### src/sv/assert_macros.svh
// Assertion macros shared by the seat allocator RTL.
// Depends on nothing; included by the files that carry assertions.
`ifndef ASSERT_MACROS_SVH
`define ASSERT_MACROS_SVH

// Clocked assertion, masked while reset is held.
`define NFSA_ASSERT(lbl, clk, rst_n, prop, msg) \
    lbl: assert property (@(posedge clk) disable iff (!rst_n) prop) else $error(msg);

// Clocked assertion that also holds during reset.
`define NFSA_ASSERT_NR(lbl, clk, prop, msg) \
    lbl: assert property (@(posedge clk) prop) else $error(msg);

`endif

### src/sv/nfsa_pkg.sv
// Types and constants of the next-free-seat allocator.
// Depends on nothing; used by nfsa_scan and next_free_slot_allocator_unit.
package nfsa_pkg;

    localparam int SEAT_W  = 11;
    localparam int WIN_W   = 10;
    localparam int ID_W    = 16;
    localparam int WORD_W  = 64;
    localparam int BIT_W   = 6;
    localparam int CFG_W   = 11;
    localparam int CFG_IDX_W = 1;

    // Configuration register indexes
    localparam logic [CFG_IDX_W-1:0] CFG_SEAT_COUNT = 1'b0;
    localparam logic [CFG_IDX_W-1:0] CFG_WINDOW     = 1'b1;

    localparam logic [SEAT_W-1:0] SEAT_COUNT_RST = 11'd1024;
    localparam logic [WIN_W-1:0]  WINDOW_RST     = 10'd0;

    typedef enum logic [2:0] {
        ST_CLEAR,
        ST_IDLE,
        ST_FETCH,
        ST_SCAN,
        ST_RESULT
    } nfsa_state_t;

    // Control for one word scan
    typedef struct packed {
        logic             first;
        logic             last;
        logic [BIT_W-1:0] lo_bit;
        logic [BIT_W-1:0] hi_bit;
    } scan_ctl_t;

    // Outcome of one word scan
    typedef struct packed {
        logic             hit;
        logic [BIT_W-1:0] idx;
    } scan_res_t;

endpackage

### src/sv/nfsa_scan.sv
// Word scan unit: masks one 64-bit map word to the search range and
// finds the lowest free seat in it. Depends on nfsa_pkg.
module nfsa_scan (
    input  logic [nfsa_pkg::WORD_W-1:0] taken_word,
    input  nfsa_pkg::scan_ctl_t         ctl,
    output nfsa_pkg::scan_res_t         res
);

    logic [nfsa_pkg::WORD_W-1:0] mask_lo;
    logic [nfsa_pkg::WORD_W-1:0] mask_hi;
    logic [nfsa_pkg::WORD_W-1:0] free_bits;

    // Limit to bits at or above the bound and at or below the limit
    always_comb begin
        mask_lo   = ctl.first ? ({nfsa_pkg::WORD_W{1'b1}} << ctl.lo_bit)
                              : {nfsa_pkg::WORD_W{1'b1}};
        mask_hi   = ctl.last  ? ({nfsa_pkg::WORD_W{1'b1}} >> (~ctl.hi_bit))
                              : {nfsa_pkg::WORD_W{1'b1}};
        free_bits = ~taken_word & mask_lo & mask_hi;
    end

    // Find the lowest free bit
    always_comb begin
        res.hit = |free_bits;
        res.idx = '0;
        for (int i = nfsa_pkg::WORD_W - 1; i >= 0; i--) begin
            if (free_bits[i]) begin
                res.idx = nfsa_pkg::BIT_W'(i);
            end
        end
    end

endmodule

### src/sv/next_free_slot_allocator_unit.sv
// Next-free-seat allocator: top level with sequencer, taken-seat map memory
// and output register. Depends on nfsa_pkg, nfsa_scan and assert_macros.svh.
//
// Usage: a request word (s_lower_bound, s_request_id) enters on the s_ channel
// under valid/ready; exactly one result word (m_granted, m_assigned_seat,
// m_echoed_id) leaves on the m_ channel in request order. Seats 1..MAX_SEATS
// live in a memory of 64-bit words, one bit per seat.
// Sequence: the request is accepted, then each map word scanned is read and
// then checked and marked, then the output register is loaded once it is free.
// A request touches at most min(ceil((window_extent + 1) / 64) + 1, MAP_WORDS)
// words. Out-of-range bounds skip the scan. The single memory read port and
// the shared word scan unit mean that one request is in work at a time.
// Reset: seat_count returns to 1024, window_extent to 0, and a clearing pass
// writes every map word to zero, one word a cycle; s_ready stays low during
// it. Configuration writes via cfg_wr_en/cfg_index/cfg_wdata are taken at any
// time but belong in idle.
// Stall: a finished result waits in the output register while m_ready is low;
// the next request is accepted and scanned meanwhile, and its result is held
// back until the output register frees.
`include "assert_macros.svh"

module next_free_slot_allocator_unit #(
    parameter int MAX_SEATS = 1024
) (
    input  logic                            aclk,
    input  logic                            aresetn,
    input  logic                            cfg_wr_en,
    input  logic [nfsa_pkg::CFG_IDX_W-1:0]  cfg_index,
    input  logic [nfsa_pkg::CFG_W-1:0]      cfg_wdata,
    input  logic                            s_valid,
    output logic                            s_ready,
    input  logic [nfsa_pkg::SEAT_W-1:0]     s_lower_bound,
    input  logic [nfsa_pkg::ID_W-1:0]       s_request_id,
    output logic                            m_valid,
    input  logic                            m_ready,
    output logic                            m_granted,
    output logic [nfsa_pkg::SEAT_W-1:0]     m_assigned_seat,
    output logic [nfsa_pkg::ID_W-1:0]       m_echoed_id
);

    localparam int MAP_WORDS = (MAX_SEATS + nfsa_pkg::WORD_W - 1) / nfsa_pkg::WORD_W;
    localparam int AW        = (MAP_WORDS > 1) ? $clog2(MAP_WORDS) : 1;
    localparam logic [AW-1:0] LAST_ADDR = AW'(MAP_WORDS - 1);
    localparam logic [nfsa_pkg::SEAT_W-1:0] MAX_SEAT_CAP = nfsa_pkg::SEAT_W'(MAX_SEATS);

    // Configuration registers
    logic [nfsa_pkg::SEAT_W-1:0] seat_count_reg;
    logic [nfsa_pkg::WIN_W-1:0]  window_reg;

    // Sequencer and search registers
    nfsa_pkg::nfsa_state_t state_reg, state_next;
    logic [AW-1:0]               clr_addr_reg;
    logic [AW-1:0]               word_reg;
    logic [AW-1:0]               last_word_reg;
    logic                        first_reg;
    logic [nfsa_pkg::BIT_W-1:0]  lo_bit_reg;
    logic [nfsa_pkg::BIT_W-1:0]  hi_bit_reg;
    logic [nfsa_pkg::ID_W-1:0]   id_reg;
    logic                        found_reg;
    logic [nfsa_pkg::SEAT_W-1:0] seat_reg;

    // Output register
    logic                        m_valid_reg;
    logic                        m_granted_reg;
    logic [nfsa_pkg::SEAT_W-1:0] m_seat_reg;
    logic [nfsa_pkg::ID_W-1:0]   m_id_reg;

    // Map memory
    logic [nfsa_pkg::WORD_W-1:0] map_mem [MAP_WORDS];
    logic [nfsa_pkg::WORD_W-1:0] rd_data_reg;
    logic                        mem_we;
    logic [AW-1:0]               mem_waddr;
    logic [nfsa_pkg::WORD_W-1:0] mem_wdata;
    logic                        mem_re;

    // Control decoded from state
    logic                        accept;
    logic                        out_free;
    logic                        load_out;

    // Request range
    logic [nfsa_pkg::SEAT_W-1:0] count_eff;
    logic                        bound_ok;
    logic [nfsa_pkg::SEAT_W:0]   limit_sum;
    logic [nfsa_pkg::SEAT_W-1:0] limit;
    logic [nfsa_pkg::SEAT_W-1:0] lo_pos;
    logic [nfsa_pkg::SEAT_W-1:0] hi_pos;
    logic [nfsa_pkg::SEAT_W-1:0] lo_word_full;
    logic [nfsa_pkg::SEAT_W-1:0] hi_word_full;

    // Scan unit
    nfsa_pkg::scan_ctl_t         scan_ctl;
    nfsa_pkg::scan_res_t         scan_res;
    logic                        scan_last;
    logic [AW+nfsa_pkg::BIT_W-1:0] hit_pos;
    logic [nfsa_pkg::SEAT_W-1:0] hit_seat;

    // Decode the request range
    always_comb begin
        count_eff    = (32'(seat_count_reg) > MAX_SEATS) ? MAX_SEAT_CAP : seat_count_reg;
        bound_ok     = (s_lower_bound != '0) && (s_lower_bound <= count_eff);
        limit_sum    = {1'b0, s_lower_bound} + (nfsa_pkg::SEAT_W + 1)'(window_reg);
        limit        = (limit_sum > {1'b0, count_eff}) ? count_eff
                                                       : limit_sum[nfsa_pkg::SEAT_W-1:0];
        lo_pos       = s_lower_bound - 1'b1;
        hi_pos       = limit - 1'b1;
        lo_word_full = lo_pos >> nfsa_pkg::BIT_W;
        hi_word_full = hi_pos >> nfsa_pkg::BIT_W;
    end

    // Drive the scan unit from the current word
    assign scan_last = (word_reg == last_word_reg);
    always_comb begin
        scan_ctl.first  = first_reg;
        scan_ctl.last   = scan_last;
        scan_ctl.lo_bit = lo_bit_reg;
        scan_ctl.hi_bit = hi_bit_reg;
    end

    nfsa_scan u_scan (
        .taken_word (rd_data_reg),
        .ctl        (scan_ctl),
        .res        (scan_res)
    );

    assign hit_pos  = {word_reg, scan_res.idx};
    assign hit_seat = nfsa_pkg::SEAT_W'(hit_pos) + 1'b1;

    assign out_free = !m_valid_reg || m_ready;

    // Next state
    always_comb begin
        state_next = state_reg;
        unique case (state_reg)
            nfsa_pkg::ST_CLEAR: begin
                if (clr_addr_reg == LAST_ADDR) begin
                    state_next = nfsa_pkg::ST_IDLE;
                end
            end
            nfsa_pkg::ST_IDLE: begin
                if (s_valid) begin
                    state_next = bound_ok ? nfsa_pkg::ST_FETCH : nfsa_pkg::ST_RESULT;
                end
            end
            nfsa_pkg::ST_FETCH: begin
                state_next = nfsa_pkg::ST_SCAN;
            end
            nfsa_pkg::ST_SCAN: begin
                if (scan_res.hit || scan_last) begin
                    state_next = nfsa_pkg::ST_RESULT;
                end else begin
                    state_next = nfsa_pkg::ST_FETCH;
                end
            end
            nfsa_pkg::ST_RESULT: begin
                if (out_free) begin
                    state_next = nfsa_pkg::ST_IDLE;
                end
            end
            default: state_next = nfsa_pkg::ST_CLEAR;
        endcase
    end

    // Outputs of the sequencer
    always_comb begin
        s_ready   = 1'b0;
        mem_we    = 1'b0;
        mem_waddr = word_reg;
        mem_wdata = rd_data_reg | ({{(nfsa_pkg::WORD_W-1){1'b0}}, 1'b1} << scan_res.idx);
        mem_re    = 1'b0;
        load_out  = 1'b0;
        unique case (state_reg)
            nfsa_pkg::ST_CLEAR: begin
                mem_we    = 1'b1;
                mem_waddr = clr_addr_reg;
                mem_wdata = '0;
            end
            nfsa_pkg::ST_IDLE: begin
                s_ready = 1'b1;
            end
            nfsa_pkg::ST_FETCH: begin
                mem_re = 1'b1;
            end
            nfsa_pkg::ST_SCAN: begin
                mem_we = scan_res.hit;
            end
            nfsa_pkg::ST_RESULT: begin
                load_out = out_free;
            end
            default: begin
                s_ready = 1'b0;
            end
        endcase
    end

    assign accept = s_valid && s_ready;

    // Map memory: one write port, one registered read port
    always_ff @(posedge aclk) begin
        if (mem_we) begin
            map_mem[mem_waddr] <= mem_wdata;
        end
        if (mem_re) begin
            rd_data_reg <= map_mem[word_reg];
        end
    end

    // Configuration registers and sequencer state
    always_ff @(posedge aclk) begin
        if (!aresetn) begin
            seat_count_reg <= nfsa_pkg::SEAT_COUNT_RST;
            window_reg     <= nfsa_pkg::WINDOW_RST;
            state_reg      <= nfsa_pkg::ST_CLEAR;
            clr_addr_reg   <= '0;
            m_valid_reg    <= 1'b0;
        end else begin
            if (cfg_wr_en) begin
                unique case (cfg_index)
                    nfsa_pkg::CFG_SEAT_COUNT: seat_count_reg <= cfg_wdata;
                    nfsa_pkg::CFG_WINDOW:     window_reg <= cfg_wdata[nfsa_pkg::WIN_W-1:0];
                    default:                  seat_count_reg <= seat_count_reg;
                endcase
            end
            state_reg <= state_next;
            if (state_reg == nfsa_pkg::ST_CLEAR) begin
                clr_addr_reg <= clr_addr_reg + 1'b1;
            end
            // Hold the result until taken, load a new one when free
            if (load_out) begin
                m_valid_reg <= 1'b1;
            end else if (m_ready) begin
                m_valid_reg <= 1'b0;
            end
        end
    end

    // Search datapath
    always_ff @(posedge aclk) begin
        if (accept) begin
            id_reg        <= s_request_id;
            word_reg      <= AW'(lo_word_full);
            last_word_reg <= AW'(hi_word_full);
            lo_bit_reg    <= lo_pos[nfsa_pkg::BIT_W-1:0];
            hi_bit_reg    <= hi_pos[nfsa_pkg::BIT_W-1:0];
            first_reg     <= 1'b1;
            found_reg     <= 1'b0;
            seat_reg      <= '0;
        end else if (state_reg == nfsa_pkg::ST_SCAN) begin
            if (scan_res.hit) begin
                found_reg <= 1'b1;
                seat_reg  <= hit_seat;
            end else if (!scan_last) begin
                // Advance to the next map word
                word_reg  <= word_reg + 1'b1;
                first_reg <= 1'b0;
            end
        end
        if (load_out) begin
            m_granted_reg <= found_reg;
            m_seat_reg    <= seat_reg;
            m_id_reg      <= id_reg;
        end
    end

    assign m_valid         = m_valid_reg;
    assign m_granted       = m_granted_reg;
    assign m_assigned_seat = m_seat_reg;
    assign m_echoed_id     = m_id_reg;

    // Checks on the sequencer and the result
    `NFSA_ASSERT_NR(a_reset_clears, aclk, !aresetn |=> state_reg == nfsa_pkg::ST_CLEAR, "reset did not start the clearing pass")
    `NFSA_ASSERT(a_accept_next, aclk, aresetn, accept |=> (state_reg == nfsa_pkg::ST_FETCH || state_reg == nfsa_pkg::ST_RESULT), "accepted word did not start a search")
    `NFSA_ASSERT(a_word_range, aclk, aresetn, state_reg == nfsa_pkg::ST_FETCH |-> word_reg <= last_word_reg, "scan ran past the last map word")
    `NFSA_ASSERT(a_grant_seat, aclk, aresetn, m_valid_reg |-> (m_granted_reg == (m_seat_reg != '0)), "grant flag and seat number disagree")

endmodule

### config.mk
export PLATFORM = sky130hd
export DESIGN_NAME = next_free_slot_allocator_unit
export DESIGN_NICKNAME = d
export VERILOG_FILES = /design/src/sv/nfsa_pkg.sv /design/src/sv/nfsa_scan.sv /design/src/sv/next_free_slot_allocator_unit.sv
export VERILOG_INCLUDE_DIRS = /design/src /design/src/sv
export SDC_FILE = /design/constraint.sdc
export NUM_CORES = 1
export LEC_CHECK = 0
export BUFFER_PORTS_ARGS = -buffer_cell sky130_fd_sc_hd__buf_2
export CAP_MARGIN = 0
export CORE_ASPECT_RATIO = 0.5
export CORE_MARGIN = 2
export CORE_UTILIZATION = 35
export DETAILED_ROUTE_END_ITERATION = 10
export PLACE_DENSITY_LB_ADDON = 0.1
export SLEW_MARGIN = 20
export SYNTH_ARGS = -nofsm -noshare
export SYNTH_HDL_FRONTEND = slang
export SYNTH_SLANG_ARGS = --single-unit
### constraint.sdc
create_clock -name aclk -period 9.45 [get_ports aclk]
set_input_delay 1.89 -clock aclk [delete_from_list [all_inputs] [get_ports aclk]]
set_output_delay 1.89 -clock aclk [all_outputs]
set_load 0.005 [all_outputs]
==> results.toml <==
[global_route]
antenna_found_initial = 10
grt-ovfl-total = 0
grt_pass1_wl_um = 203000
grt_pass1_vias = 26789
grt_max_degree = 141
grt_usage = 0.195

[finish]
instances_no_fill = 4752
final_util = 0.399
fillers = 12728
drive_above_1_share = 0.241
area_growth_pct = 12.9
largest_reg_flops = 1024
nets = 2863

[cts]
numCtsBuffers = 111
clk_pin_slew_ns = 0.07
cts_resized = 0
cts_root_buf = "clkbuf_16"
cts_htree_levels = 3
cts_sinks = 1194
post_cts_buffers = 0
ctsHoldBuffers = 0
cts_tree = "built"
clk_latency_ns = 0.74
ctsLongestPathBuffers = 3

[timing]
rsz0062_at_grt = "no"
worstMarginPinSlew_ns = 1.20
fin_crit_sh = 0.670
final-hold-violation-count = 0
final.setup_skew_ns = 0.0286
setup-violations-final = 0
holdWs_ns = 0.419
drv_slew = 0
fin_setup_tns_ns = 0
relSlewSlack = 0.201
period_minus_slack_ns = 6.33
setup_slack_ns = 3.12
fmax_ghz = 0.158

[hold_path]
hold_class = "reg -> reg"
hp-start = "id_reg[1]"
hold_end = "m_echoed_id[1]"
hold_depth = 0

[routing]
drcViolationCount = 0
vias_per_cell = 5.64
routedWlPerCell_um = 29.7
drt_iter0_drc = 2819
first_pass_iters = 6
routed-via-count = 26784
antenna_left = 0
routed_wl_um = 141000

[logic_synthesis]
synth_cell_type_count = 86
synth_area_leaders = "edfxtp_1, mux4_2, dfxtp_1"
synth_nets = 2763
synth_top_cell_by_area = "edfxtp_1"
syn_inst = 2676
synth.most_common_cell = "edfxtp_1"
synthArstFlopShare = 0
ys_ff_latch = 1194
netlist_area_mm2 = 0.0496
synth_area_per_cell_um2 = 18.5
ys_top_cells_by_count = "edfxtp_1, mux4_2, nor2_1, nand2_1, a21oi_1"
yosysSeqAreaShare = 0.714
yosys_warnings = 0
synth_edf_count = 1152
ys.flop_type = "edfxtp_1"
yosysTopAreaCellShare = 0.697

[die]
dieWidth_um = 536
core_mm2 = 0.140
pin_count = 74
num_rows = 97
start_util = 0.354
die_area_mm2 = 0.145
die_h_um = 270

[power]
peakVddDrop_mv = 0.124
power_leakage_uw = 0.0175
power_density_mw_per_mm2 = 191

[setup_path]
ff2ff_path_depth = 12
r2r_setup_slack_ns = 3.12
worst_setup_path_end_kind = "flop"
path_class = "reg -> reg"
crit_arrival_ns = 6.67
r2r_start = "last_word_reg[0]"
worst-path-max-fanout = 46
start_kind = "flop"
cp.required_ns = 9.79
r2r-end = "map_mem[1][27]"

[flow_run]
drv_cap = 0

[outcome]
outcome = "complete, no violations"

[place]
dpl.hpwl_um = 82500
dp_cells = 4543
io_buffers = 73
gp_congestion = 0.941
dpl_worst_slack_ns = 2.86
-- area by class of cell --
type,instances,area [um^2],share of cell area
multi-input combinational,1293,13600,0.242
antenna,4,10.0,0.000179
tap,1881,2350,0.0420
clock buffer,134,2890,0.0517
timing repair buffer,143,953,0.0170
clock inverter,70,684,0.0122
inverter,33,124,0.00221
sequential,1194,35400,0.633
-- cells in the final DEF (no fill, tap or decap), drive strengths merged, types with 12 or more instances in the layout --
master / n
a211oi: 18
a21boi: 26
a21o: 15
a21oi: 102
a221o: 14
a221oi: 18
a31oi: 42
and2: 21
buf: 143
clkbuf: 134
clkinv: 50
dfxtp: 42
edfxtp: 1152
ha: 42
inv: 37
mux4: 320
nand2: 125
nand3: 24
nand4: 13
nor2: 153
nor2b: 17
nor3: 22
nor4: 12
o21a: 22
o21ai: 54
or3: 12
xnor2: 26
xor2: 13
-- metrics by stage --
| stage | power (uW) | instance area, um^2 |
|---|---|---|
| after floorplan | 6190 | 49600 |
| after global placement | 6320 | 52400 |
| after detailed placement | 6320 | 52400 |
| after CTS | 10800 | 56000 |
| after global routing | 11100 | 56000 |
| final | 10700 | 56000 |
-- power breakdown --
| part | switching, uW | total (uW) | internal (uW) | leakage (uW) |
|---|---|---|---|---|
| logic | 207 | 322 | 115 | 0.00504 |
| clock network | 2020 | 4490 | 2470 | 0.00174 |
| registers | 26.4 | 5880 | 5850 | 0.0107 |
| total | 2260 | 10700 | 8430 | 0.0175 |
-- worst max-delay path, cell delays in order (launching register included) --
cell and delay [ns]:
edfxtp_1 0.44, xnor2_1 0.21, and4_2 0.67, buf_4 0.46, a221oi_1 0.18, or4b_1 0.62, nor4_1 0.75, nand3b_1 0.26
nor2_1 0.32, nor2_1 0.17, a32oi_1 0.83, nor2_4 0.37, buf_4 0.53
-- per-layer routing --
metal	vias up	routed length, um	GRT usage
li1	11247	-	-
met1	14500	66200	0.297
met2	873	63400	0.290
met3	164	9370	0.0351
met4	0	2430	0.0401
met5	-	0	0
-- how the worst max path moves through the flow --
stage	from	to	slack [ns]	cells after the start
floorplan	s_lower_bound[0]	last_word_reg[0]	2.71	21
global placement	s_lower_bound[0]	last_word_reg[0]	2.80	19
detailed placement	s_lower_bound[0]	last_word_reg[0]	2.86	19
CTS	last_word_reg[0]	map_mem[1][50]	3.18	12
global route	last_word_reg[1]	map_mem[4][57]	2.75	13
finish	last_word_reg[0]	map_mem[1][27]	3.12	12
-- kinds of logic after synthesis --
| kind of cell | count (synthesis) | synth area share |
|---|---|---|
| xor gates and xnor gates | 39 | 0.00719 |
| muxes | 330 | 0.147 |
| and+or+nand+nor | 462 | 0.0452 |
| buffers and inverters | 189 | 0.0161 |
| adders and majority gates | 43 | 0.0110 |
| DFF | 1194 | 0.714 |
| AOI/OAI and AO/OA | 419 | 0.0590 |
(Power assumes the default switching activity.)
